File: src/ttt_pkg.sv
`default_nettype none

package ttt_pkg;

    // Default sizes
    localparam int CHANNELS_DEF        = 13;
    localparam int MAX_CAL_SAMPLES_DEF = 255;

    // Field widths
    localparam int OP_W     = 3;
    localparam int CHAN_W   = 4;
    localparam int RAW_W    = 16;
    localparam int TIME_W   = 32;
    localparam int SUM_W    = 24;
    localparam int COUNT_W  = 8;
    localparam int CFG_IDX_W  = 2;
    localparam int CFG_DATA_W = 32;
    localparam int STEP_W   = 5;

    // Configuration reset values
    localparam logic [RAW_W-1:0]  TOUCH_OFFSET_RST  = 16'd100;
    localparam logic [RAW_W-1:0]  DEBOUNCE_TIME_RST = 16'd150;
    localparam logic [TIME_W-1:0] IDLE_TIMEOUT_RST  = 32'd600000;

    // Input opcodes
    typedef enum logic [OP_W-1:0] {
        OP_DETECT    = 3'd0,
        OP_CAL_START = 3'd1,
        OP_CAL_SAMPLE = 3'd2,
        OP_CAL_FINISH = 3'd3,
        OP_LOAD_THR  = 3'd4
    } opcode_t;

    // Configuration register indexes
    typedef enum logic [CFG_IDX_W-1:0] {
        REG_TOUCH_OFFSET  = 2'd0,
        REG_DEBOUNCE_TIME = 2'd1,
        REG_IDLE_TIMEOUT  = 2'd2
    } cfg_reg_t;

    // Result kinds
    localparam logic KIND_FRAME   = 1'b0;
    localparam logic KIND_CAL_END = 1'b1;

    // Sequencer states
    typedef enum logic [2:0] {
        ST_IDLE,
        ST_EXEC,
        ST_FRAME,
        ST_DIV_LOAD,
        ST_DIV_STEP,
        ST_DIV_STORE,
        ST_CAL_DONE
    } state_t;

endpackage

`default_nettype wire

File: src/touch_threshold_trigger_top.sv
`default_nettype none
// Multi-channel touch detector.
// Input channel (in_valid / in_stall): one transaction per channel sample,
// calibration command or threshold load. The block raises in_stall while it
// works on a transaction and drops it when back in idle.
// Output channel (out_valid / out_stall): a frame result on a detect sample
// marked frame_end, and a calibration-finished result on finish calibration.
// Results sit in an output register; a new transaction is taken while a
// result waits, and only a transaction that makes a result waits for it.
// Steps per transaction, after the accept in idle:
//   detect sample without frame end, calibration commands, threshold load: execute
//   detect sample with frame end: execute, then frame, held while the output stalls
//   finish calibration: per channel a load, 24 divider steps and a store, then
//   calibration done, held while the output stalls; each channel runs through a
//   single shared restoring divider, one quotient bit per cycle.
// Configuration is written through cfg_write_en / cfg_index / cfg_data; the user
// must do so only while the block is idle, which the block does not enforce.
// Reset (rst_n low, asynchronous) clears thresholds, flags, trigger times,
// calibration sums and counts, the idle timer and the output valid, and
// loads the configuration defaults.
module touch_threshold_trigger_top
    import ttt_pkg::*;
#(
    parameter int CHANNELS        = CHANNELS_DEF,
    parameter int MAX_CAL_SAMPLES = MAX_CAL_SAMPLES_DEF
)
(
    input  wire logic                  clk,
    input  wire logic                  rst_n,
    // configuration
    input  wire logic                  cfg_write_en,
    input  wire logic [CFG_IDX_W-1:0]  cfg_index,
    input  wire logic [CFG_DATA_W-1:0] cfg_data,
    // input channel
    input  wire logic                  in_valid,
    output logic                       in_stall,
    input  wire logic [OP_W-1:0]       opcode,
    input  wire logic [CHAN_W-1:0]     channel,
    input  wire logic [RAW_W-1:0]      raw_value,
    input  wire logic [TIME_W-1:0]     now_ms,
    input  wire logic                  frame_end,
    // output channel
    output logic                       out_valid,
    input  wire logic                  out_stall,
    output logic                       result_kind,
    output logic                       trigger_valid,
    output logic [CHAN_W-1:0]          trigger_channel,
    output logic                       enter_ambient
);

    localparam int CH_W = (CHANNELS > 1) ? $clog2(CHANNELS) : 1;
    localparam logic [CH_W-1:0]    LAST_CH  = CH_W'(CHANNELS - 1);
    localparam logic [STEP_W-1:0]  DIV_LAST = STEP_W'(SUM_W - 1);
    localparam logic [COUNT_W-1:0] CAL_MAX  = COUNT_W'(MAX_CAL_SAMPLES);

    // Configuration registers
    logic [RAW_W-1:0]  touch_offset_reg;
    logic [RAW_W-1:0]  debounce_time_reg;
    logic [TIME_W-1:0] idle_timeout_reg;

    // Per-channel state
    logic [RAW_W-1:0]   thr_reg   [CHANNELS];
    logic               above_reg [CHANNELS];
    logic [TIME_W-1:0]  trig_reg  [CHANNELS];
    logic [SUM_W-1:0]   sum_reg   [CHANNELS];
    logic [COUNT_W-1:0] cnt_reg   [CHANNELS];

    // Sequencer and transaction registers
    state_t             state_reg, state_next;
    opcode_t            op_reg, op_next;
    logic [CHAN_W-1:0]  chan_reg, chan_next;
    logic [RAW_W-1:0]   raw_reg, raw_next;
    logic [TIME_W-1:0]  now_reg, now_next;
    logic               fend_reg, fend_next;
    logic               chok_reg, chok_next;
    logic [CH_W-1:0]    idx_reg, idx_next;

    // Shared divider
    logic [STEP_W-1:0]  step_reg, step_next;
    logic [COUNT_W-1:0] rem_reg, rem_next;
    logic [SUM_W-1:0]   quo_reg, quo_next;
    logic [COUNT_W-1:0] div_reg, div_next;

    // Frame and idle timer state
    logic               pend_valid_reg, pend_valid_next;
    logic [CHAN_W-1:0]  pend_chan_reg, pend_chan_next;
    logic [TIME_W-1:0]  last_touch_reg, last_touch_next;
    logic               ambient_reg, ambient_next;

    // Output register
    logic               out_valid_reg, out_valid_next;
    logic               kind_reg, kind_next;
    logic               tvalid_reg, tvalid_next;
    logic [CHAN_W-1:0]  tchan_reg, tchan_next;
    logic               amb_out_reg, amb_out_next;

    // Array write controls
    logic               thr_we;
    logic [RAW_W-1:0]   thr_wdata;
    logic               above_we;
    logic               above_wdata;
    logic               trig_we;
    logic               cal_clr;
    logic               cal_we;

    // Combinational helpers
    logic               in_accept;
    logic               out_free;
    logic [RAW_W-1:0]   thr_rd;
    logic               above_rd;
    logic [TIME_W-1:0]  trig_rd;
    logic [SUM_W-1:0]   sum_rd;
    logic [COUNT_W-1:0] cnt_rd;
    logic               above_now;
    logic               touch;
    logic [TIME_W-1:0]  eff_touch;
    logic               eff_ambient;
    logic               idle_expired;
    logic [COUNT_W:0]   trial;
    logic [COUNT_W:0]   trial_diff;
    logic               trial_ge;

    assign in_stall        = (state_reg != ST_IDLE);
    assign in_accept       = in_valid && !in_stall;
    assign out_valid       = out_valid_reg;
    assign result_kind     = kind_reg;
    assign trigger_valid   = tvalid_reg;
    assign trigger_channel = tchan_reg;
    assign enter_ambient   = amb_out_reg;

    // Output slot is free if empty or drained at this edge
    assign out_free = !out_valid_reg || !out_stall;

    // Single read port at the current channel index
    assign thr_rd   = thr_reg[idx_reg];
    assign above_rd = above_reg[idx_reg];
    assign trig_rd  = trig_reg[idx_reg];
    assign sum_rd   = sum_reg[idx_reg];
    assign cnt_rd   = cnt_reg[idx_reg];

    // Touch detection: rising crossing outside the debounce lockout
    assign above_now = raw_reg > thr_rd;
    assign touch     = above_now && !above_rd
                       && ((now_reg - trig_rd) >= {16'd0, debounce_time_reg});

    // Idle timer at frame end
    assign eff_touch    = pend_valid_reg ? now_reg : last_touch_reg;
    assign eff_ambient  = pend_valid_reg ? 1'b0 : ambient_reg;
    assign idle_expired = !eff_ambient && ((now_reg - eff_touch) >= idle_timeout_reg);

    // Restoring divider step: one quotient bit per cycle
    assign trial      = {rem_reg, quo_reg[SUM_W-1]};
    assign trial_diff = trial - {1'b0, div_reg};
    assign trial_ge   = trial >= {1'b0, div_reg};

    // Configuration writes
    always_ff @(posedge clk or negedge rst_n)
    begin
        if (!rst_n)
        begin
            touch_offset_reg  <= TOUCH_OFFSET_RST;
            debounce_time_reg <= DEBOUNCE_TIME_RST;
            idle_timeout_reg  <= IDLE_TIMEOUT_RST;
        end
        else if (cfg_write_en)
        begin
            unique case (cfg_reg_t'(cfg_index))
                REG_TOUCH_OFFSET:  touch_offset_reg  <= cfg_data[RAW_W-1:0];
                REG_DEBOUNCE_TIME: debounce_time_reg <= cfg_data[RAW_W-1:0];
                REG_IDLE_TIMEOUT:  idle_timeout_reg  <= cfg_data[TIME_W-1:0];
                default: ;
            endcase
        end
    end

    // Per-channel arrays
    always_ff @(posedge clk or negedge rst_n)
    begin
        if (!rst_n)
        begin
            for (int i = 0; i < CHANNELS; i++)
            begin
                thr_reg[i]   <= '0;
                above_reg[i] <= 1'b0;
                trig_reg[i]  <= '0;
                sum_reg[i]   <= '0;
                cnt_reg[i]   <= '0;
            end
        end
        else
        begin
            if (thr_we)
                thr_reg[idx_reg] <= thr_wdata;
            if (above_we)
                above_reg[idx_reg] <= above_wdata;
            if (trig_we)
                trig_reg[idx_reg] <= now_reg;
            if (cal_clr)
            begin
                for (int i = 0; i < CHANNELS; i++)
                begin
                    sum_reg[i] <= '0;
                    cnt_reg[i] <= '0;
                end
            end
            else if (cal_we)
            begin
                sum_reg[idx_reg] <= sum_rd + {{(SUM_W-RAW_W){1'b0}}, raw_reg};
                cnt_reg[idx_reg] <= cnt_rd + COUNT_W'(1);
            end
        end
    end

    // Control registers
    always_ff @(posedge clk or negedge rst_n)
    begin
        if (!rst_n)
        begin
            state_reg      <= ST_IDLE;
            pend_valid_reg <= 1'b0;
            pend_chan_reg  <= '0;
            last_touch_reg <= '0;
            ambient_reg    <= 1'b0;
            out_valid_reg  <= 1'b0;
        end
        else
        begin
            state_reg      <= state_next;
            pend_valid_reg <= pend_valid_next;
            pend_chan_reg  <= pend_chan_next;
            last_touch_reg <= last_touch_next;
            ambient_reg    <= ambient_next;
            out_valid_reg  <= out_valid_next;
        end
    end

    // Payload registers
    always_ff @(posedge clk)
    begin
        op_reg      <= op_next;
        chan_reg    <= chan_next;
        raw_reg     <= raw_next;
        now_reg     <= now_next;
        fend_reg    <= fend_next;
        chok_reg    <= chok_next;
        idx_reg     <= idx_next;
        step_reg    <= step_next;
        rem_reg     <= rem_next;
        quo_reg     <= quo_next;
        div_reg     <= div_next;
        kind_reg    <= kind_next;
        tvalid_reg  <= tvalid_next;
        tchan_reg   <= tchan_next;
        amb_out_reg <= amb_out_next;
    end

    // Sequencer
    always_comb
    begin
        state_next      = state_reg;
        op_next         = op_reg;
        chan_next       = chan_reg;
        raw_next        = raw_reg;
        now_next        = now_reg;
        fend_next       = fend_reg;
        chok_next       = chok_reg;
        idx_next        = idx_reg;
        step_next       = step_reg;
        rem_next        = rem_reg;
        quo_next        = quo_reg;
        div_next        = div_reg;
        pend_valid_next = pend_valid_reg;
        pend_chan_next  = pend_chan_reg;
        last_touch_next = last_touch_reg;
        ambient_next    = ambient_reg;
        out_valid_next  = out_valid_reg && out_stall;
        kind_next       = kind_reg;
        tvalid_next     = tvalid_reg;
        tchan_next      = tchan_reg;
        amb_out_next    = amb_out_reg;
        thr_we          = 1'b0;
        thr_wdata       = raw_reg;
        above_we        = 1'b0;
        above_wdata     = above_now;
        trig_we         = 1'b0;
        cal_clr         = 1'b0;
        cal_we          = 1'b0;

        unique case (state_reg)
            ST_IDLE:
            begin
                if (in_accept)
                begin
                    op_next   = opcode_t'(opcode);
                    chan_next = channel;
                    raw_next  = raw_value;
                    now_next  = now_ms;
                    fend_next = frame_end;
                    chok_next = (32'(channel) < 32'(CHANNELS));
                    if (opcode_t'(opcode) == OP_CAL_FINISH)
                    begin
                        idx_next   = '0;
                        state_next = ST_DIV_LOAD;
                    end
                    else
                    begin
                        idx_next   = CH_W'(channel);
                        state_next = ST_EXEC;
                    end
                end
            end

            ST_EXEC:
            begin
                state_next = ST_IDLE;
                unique case (op_reg)
                    OP_DETECT:
                    begin
                        if (chok_reg)
                        begin
                            above_we = 1'b1;
                            if (touch)
                            begin
                                trig_we         = 1'b1;
                                pend_valid_next = 1'b1;
                                pend_chan_next  = chan_reg;
                            end
                        end
                        if (fend_reg)
                            state_next = ST_FRAME;
                    end
                    OP_CAL_START:
                        cal_clr = 1'b1;
                    OP_CAL_SAMPLE:
                        cal_we = chok_reg && (cnt_rd < CAL_MAX);
                    OP_LOAD_THR:
                        thr_we = chok_reg;
                    default: ;
                endcase
            end

            ST_FRAME:
            begin
                if (out_free)
                begin
                    out_valid_next  = 1'b1;
                    kind_next       = KIND_FRAME;
                    tvalid_next     = pend_valid_reg;
                    tchan_next      = pend_valid_reg ? pend_chan_reg : '0;
                    amb_out_next    = idle_expired;
                    last_touch_next = eff_touch;
                    ambient_next    = eff_ambient || idle_expired;
                    pend_valid_next = 1'b0;
                    pend_chan_next  = '0;
                    state_next      = ST_IDLE;
                end
            end

            ST_DIV_LOAD:
            begin
                rem_next   = '0;
                quo_next   = sum_rd;
                div_next   = cnt_rd;
                step_next  = '0;
                state_next = ST_DIV_STEP;
            end

            ST_DIV_STEP:
            begin
                rem_next  = trial_ge ? trial_diff[COUNT_W-1:0] : trial[COUNT_W-1:0];
                quo_next  = {quo_reg[SUM_W-2:0], trial_ge};
                step_next = step_reg + STEP_W'(1);
                if (step_reg == DIV_LAST)
                    state_next = ST_DIV_STORE;
            end

            ST_DIV_STORE:
            begin
                // No samples gives a zero baseline
                thr_we    = 1'b1;
                thr_wdata = ((div_reg == '0) ? '0 : quo_reg[RAW_W-1:0]) + touch_offset_reg;
                if (idx_reg == LAST_CH)
                    state_next = ST_CAL_DONE;
                else
                begin
                    idx_next   = idx_reg + CH_W'(1);
                    state_next = ST_DIV_LOAD;
                end
            end

            ST_CAL_DONE:
            begin
                if (out_free)
                begin
                    out_valid_next  = 1'b1;
                    kind_next       = KIND_CAL_END;
                    tvalid_next     = 1'b0;
                    tchan_next      = '0;
                    amb_out_next    = 1'b0;
                    last_touch_next = now_reg;
                    ambient_next    = 1'b0;
                    state_next      = ST_IDLE;
                end
            end

            default:
                state_next = ST_IDLE;
        endcase
    end

endmodule

`default_nettype wire

File: config.mk
export PLATFORM = sky130hd
export DESIGN_NAME = touch_threshold_trigger_top
export DESIGN_NICKNAME = d
export VERILOG_FILES = /design/src/ttt_pkg.sv /design/src/touch_threshold_trigger_top.sv
export SDC_FILE = /design/constraint.sdc
export NUM_CORES = 2
export LEC_CHECK = 0
export BUFFER_PORTS_ARGS = -buffer_cell sky130_fd_sc_hd__buf_2
export CAP_MARGIN = 30
export CORE_AREA = 2 2 549 387
export CTS_BUF_LIST = sky130_fd_sc_hd__clkbuf_8 sky130_fd_sc_hd__clkbuf_16
export CTS_CLUSTER_SIZE = 14
export DETAILED_ROUTE_END_ITERATION = 10
export DIE_AREA = 0 0 551 389
export PLACE_DENSITY = 0.49
export RECOVER_POWER = 50
export SLEW_MARGIN = 20
export SYNTH_ARGS = -nofsm -noshare
export SYNTH_HDL_FRONTEND = slang
export SYNTH_SLANG_ARGS = --single-unit
export TNS_END_PERCENT = 1
File: constraint.sdc
create_clock -name clk -period 23.6 [get_ports clk]
set_input_delay 2.36 -clock clk [delete_from_list [all_inputs] [get_ports clk]]
set_output_delay 2.36 -clock clk [all_outputs]
set_load 0.01 [all_outputs]
; After elaboration in Yosys (flattened, before gate mapping)
; Index checks and enable logic that the tools add are counted.
[totals]
register_bits = 1272
latchBits = 0
ramBits = 0
romBits = 0
wordCells = 255
memories = 0
[op_classes]
add_sub_neg = 8
mul = 0
div_mod_pow = 0
order_cmp = 8
n_eq_ne = 23
shifts = 0
muxes = 93
bitwise = 1
n_reduce_logical = 33
[op_table]
columns = cell, n
row1 = $mux 312, 2
row2 = $bwmux 416, 1
row3 = $bwmux 312, 1
row4 = $bwmux 208, 1
row5 = $mux 104, 2
row6 = $mux 32, 6
row7 = $bmux 32 s4, 1
row8 = $demux 32 s4, 1
row9 = $bwmux 104, 1
row10 = $bmux 24 s4, 1
row11 = $demux 24 s4, 1
row12 = $mux 16, 5
row13 = $mux 24, 3
row14 = $bmux 16 s4, 1
row15 = $demux 16 s4, 1
row16 = $pmux 32 s2, 1
row17 = $sub 32x32->32, 2
row18 = $pmux 24 s2, 1
row19 = $mux 4, 9
row20 = $bmux 8 s4, 1
row21 = $demux 8 s4, 1
row22 = $ge 32x16->1, 1
row23 = $ge 32x32->1, 1
row24 = $mux 8, 4
row25 = 45 further kinds, 117

; Logic depth before layout (Yosys ltp)
[logic_depth]
depth_word = 11
mapped_depth = 33
depth_no_buf = 26

; Worst setup path before layout
; No wires, ideal clock.
[synth_path]
path_type = register to register
from = reg idx_reg[0]
to = reg trig_reg[1] (netlist bit)
arrival_time_ns = 7.391
t_required_ns = 23.472
path_slack_ns = 16.082
path_stages_with_launch = 33
synth_period_minus_slack_ns = 7.518
path_cell_list = edfxtp_1 buf_2 buf_2 buf_4 buf_4 buf_2 clkbuf_1 buf_2 buf_1 mux4_2 a22oi_1 o21ai_0 ha_1 fa_1 nand2b_1 a211oi_1 o311ai_1 nand3b_1 a21o_1 a21oi_1 xnor2_1 ha_1 a21o_1 a221oi_1 o2111ai_1 a31oi_1 o2111ai_1 nor4b_2 and4_4 buf_6 nor3_2 buf_4 mux2_1
[synth_via]
elab_chain_cells = 11
elab_cells_between_ends = 26
classes_between = add/sub (1) / order compare (4) / mux (16) / bitwise (1) / reduce/logical (4)
[synth_lines]
columns = item, line_no
row1 = from (decl), touch_threshold_trigger_top.sv:76  ; logic [CH_W-1:0] idx_reg, idx_next;
row2 = from (signal assigned), touch_threshold_trigger_top.sv:246  ; idx_reg <= idx_next;
row3 = $not 4->5 (implied by the code) *, -
row4 = $bmux 32 s4 (tied with other cells), touch_threshold_trigger_top.sv:137  ; assign trig_rd = trig_reg[idx_reg];
row5 = $mux 32 (implied by the code) (tied with other cells) (2 in a row), touch_threshold_trigger_top.sv:137
row6 = $sub 32x32->32 (tied with other cells), touch_threshold_trigger_top.sv:144  ; && ((now_reg - trig_rd) >= {16'd0, debounce_time_reg});
row7 = $ge 32x16->1 or $logic_and 1x1->1 (tied branches), "touch_threshold_trigger_top.sv:144, touch_threshold_trigger_top.sv:143"
row8 = $logic_and 1x1->1, touch_threshold_trigger_top.sv:144
row9 = $mux 1, touch_threshold_trigger_top.sv:322  ; if (touch)
row10 = $mux 1, touch_threshold_trigger_top.sv:319  ; if (chok_reg)
row11 = $mux 1, touch_threshold_trigger_top.sv:316  ; unique case (op_reg)
row12 = $mux 1, touch_threshold_trigger_top.sv:289  ; unique case (state_reg)
row13 = "to (signal, indexed assignment)", touch_threshold_trigger_top.sv:197  ; trig_reg[idx_reg] <= now_reg;
row14 = to (decl), touch_threshold_trigger_top.sv:64  ; logic [TIME_W-1:0] trig_reg [CHANNELS];
; Mark *: on every way between the ends. The rest lies on a longest branch, timed or not. The select of a mux whose other input is x is not followed.
; A chain may end at the register's enable or synchronous reset.

; Final worst setup path
[layout_path]
from = reg idx_reg[0]
to = reg sum_reg[66] (netlist bit)
[layout_via]
elab_chain_cells = 9
elab_cells_between_ends = 21
classes_between = add/sub (1) / order compare (3) / mux (13) / bitwise (1) / reduce/logical (3)
[layout_lines]
columns = item, line_no
row1 = $not 4->5 (implied by the code) *, "touch_threshold_trigger_top.sv:138, touch_threshold_trigger_top.sv:139, touch_threshold_trigger_top.sv:208"
row2 = branches (longest 8 deep; another with $add 24x16->24), -
row3 = "to (signal, indexed assignment)", touch_threshold_trigger_top.sv:208  ; sum_reg[idx_reg] <= sum_rd + {{(SUM_W-RAW_W){1'b0}}, raw_reg};
row4 = to (decl), touch_threshold_trigger_top.sv:65  ; logic [SUM_W-1:0] sum_reg [CHANNELS];
; Mark *: on every way between the ends. The select of a mux whose other input is x is not followed.

==> out/results.tsv <==
metric	value	unit
Starting Density	29.79	%
Main synth FF type	dfrtp_1	
DIE AREA	0.2143	mm²
gpl congestion	0.8398	
min Tclk post-route	14130	ps
clk_skew	58.18	ps
setup_tns	0	ps
IO Pins	104	
antenna violations before repair	12	
syn nets	5546	
Via density	5.207	
Hold Vio Cnt, Final	0	
clock power share	32.6	%
post-CTS setup buffer count	0	
height of the die	389	µm
TritonCTS buffer count	149	
Pleak	0.03124	µW
hold depth	2	
endpoint type of the worst setup path	register	
post-synthesis register bit count	1272	
commonest non-fill, non-tap cells in the layout	dfrtp_1 (1143), o21ai_0 (731), mux2_2 (471)	
DRC	0	
DR WL/cell	22.73	µm
NumNets Final	5518	
Post-synth EDFFs	113	
Max Root-Sink Buffers	4	
required time worst endpoint	24180	ps
number of DRC markers in iteration 0	3594	
DRT antenna net count	0	
clock sink count	1272	
Pwr per Cell Area	100.9	mW/mm²
failing checks	capacitance limit, slew limit	
share of layout cells above drive strength 1	22.94	%
area used by multi-input combinational logic	0.02798	mm²
post-synthesis cell area	0.06243	mm²
GRT Overall Usage	17.18	%
worst skew pair latency	800	ps
Port Buf Inserts	103	
Avg Inst Size Synth	11.84	µm²
Internal	4672	µW
Slew HR	-302.3	%
vias in the first global route	42410	
combinational power share	30.7	%
Worst Hold End	thr_reg[40]	
first-pass GRT wire length	280.6	mm
area grow syn2layout	13.48	%
Post-synth ARST share	91.12	%
reg-to-reg startpoint	idx_reg[0]	
Sequential Power Share	36.8	%
Setup CP Type	register to register	
Final Slew Violations	1242	
RR Endpoint	sum_reg[66]	
register-to-register setup slack	9470	ps
CTS tree	yes	
hold crit path type	register to register	
Post-Syn Instances	5273	
Register Area	0.03242	mm²
# rows	141	
crit path max fanout	33	
largest net degree at the start of global routing	169	
Final period util	59.88	%
die outline width	551	µm
CTS-repair resized insts	0	
Fillers	20880	
CTS root buffer	clkbuf_16	
P_sw	2477	µW
via total after detailed routing	42430	
Synth warnings	0	
clk slew on worst S/H paths	60	ps
synth unique cells	81	
Hold Startpoint	thr_reg[40]	
max reg flops	416	
fraction of the yosys area taken by sequential cells	51.92	%
status	finished with violations	
type of origin of the critical path	register	
Worst Reg2Reg Path Length in Cells	19	
total power	7150	µW
H-tree levels	4	
cts hold-fix bufs	0	
GRT overflow	0	
final wirelength	185.2	mm
final number of setup-violating endpoints	0	
RSZ-0062 raised after global routing	false	
max_cap viols	34	
core area	0.2096	mm²
highest clock rate	70.77	MHz
dpl hpwl	113.7	mm
worst slew pin tran	6035	ps
critical path arrival	14710	ps
Net Sw Frac	34.65	%
first-pass detailed-route iteration total	6	
VDD IR max	0.00006914	V
most common cell after layout, fill and taps aside	dfrtp_1	
[power by group through the flow]
stage                     clock, µW  combinational, µW  sequential [µW]
after floorplan                   0               1520             2580
after global placement            0               2160             2660
after detailed placement          0               2190             2660
after CTS                      2390               2200             2620
after global routing           2470               2430             2660
final                          2330               2190             2630
[synth_stat cells (all sizes together) (15+ instances only)]
library cell / n / area [µm²]
nor3: 37 / 261.5
clkbuf: 284 / 1066
mux2i: 115 / 1151
nor2: 215 / 807.0
a22oi: 42 / 315.3
a21oi: 97 / 489.2
a211oi: 15 / 130.1
dfstp: 15 / 394.1
mux4: 243 / 5473
and2: 31 / 193.9
nor2b: 25 / 156.4
o21ai: 734 / 3674
nand4: 17 / 106.4
and3: 19 / 118.9
dfrtp: 1144 / 28630
o21a: 20 / 150.1
xnor2: 57 / 499.2
o31ai: 16 / 120.1
edfxtp: 113 / 3393
a21o: 59 / 442.9
mux2: 514 / 5904
xor2: 32 / 280.3
buf: 158 / 777.0
inv: 93 / 349.1
a221oi: 49 / 429.2
nand2: 306 / 1149
a31oi: 26 / 162.7
nand3: 456 / 2282
nand2b: 28 / 175.2
ha: 173 / 2165
[cell type report]
cell class | instances | area share, %
antenna | 9 | 0.03179
clock buffer | 190 | 6.155
clock inverter | 69 | 0.7294
inverter | 93 | 0.4927
multi-input combinational | 3466 | 39.50
sequential | 1272 | 45.76
tap | 2788 | 4.924
timing repair buffer | 263 | 2.412
[worst max-delay path, stage by stage (launching register included)]
cell	delay, ps
edfxtp_1	340
clkbuf_1	2190
clkbuf_1	2370
clkbuf_1	2060
clkbuf_1	1960
mux4_2	680
a22oi_1	160
o21ai_0	240
fa_1	460
a21o_1	180
a21oi_1	230
o21a_1	170
o21ai_0	170
a31oi_1	260
a21oi_1	170
a211o_1	290
a21oi_1	670
nor2_1	170
xnor2_1	770
o21ai_0	230
[stage by stage]
stage / instances / instance area, µm² / util, % / setup WS, ps / hold slack [ps]
2_1_floorplan: 5273 / 62430 / - / 16080 / 442.7
3_3_place_gp: 7848 / 65820 / 31.41 / 15270 / 456.7
3_5_place_dp: 7856 / 65910 / 31.45 / 15430 / 466.9
4_1_cts: 8115 / 70790 / 33.78 / 15410 / 480.7
5_1_grt: 8142 / 70830 / 33.79 / 7424 / 497.6
6_report: 8150 / 70850 / 33.80 / 9469 / 473.9
[cells by family after synthesis]
group	count (synthesis)	synth area share (%)
XOR/XNOR	89	1.249
flip-flops	1272	51.92
AO/OA/AOI/OAI	1131	10.47
multiplexers	872	20.07
buffers and inverters	535	3.511
AND/OR/NAND/NOR	1196	9.151
adder cells (fa/ha/maj)	178	3.628
[worst max path at each step]
| stage | depth (start not counted) | end | slack, ps | from |
|---|---|---|---|---|
| 3_5_place_dp | 19 | sum_reg[260] | 15430 | idx_reg[0] |
| 2_1_floorplan | 32 | trig_reg[1] | 16080 | idx_reg[0] |
| 5_1_grt | 10 | sum_reg[55] | 7420 | rst_n |
| 3_3_place_gp | 25 | trig_reg[352] | 15270 | idx_reg[0] |
| 6_report | 19 | sum_reg[66] | 9470 | idx_reg[0] |
| 4_1_cts | 26 | trig_reg[352] | 15410 | idx_reg[0] |
[routing by layer]
layer | vias up | share of wire, % | global-route usage (%)
met5 | - | 0 | 0
met4 | 0 | 2.5 | 4.397
met3 | 242 | 5.7 | 2.954
met2 | 1058 | 43 | 25.18
met1 | 21860 | 49 | 26.00
li1 | 19280 | - | -
No activity file was read; power rests on OpenSTA's default activity.
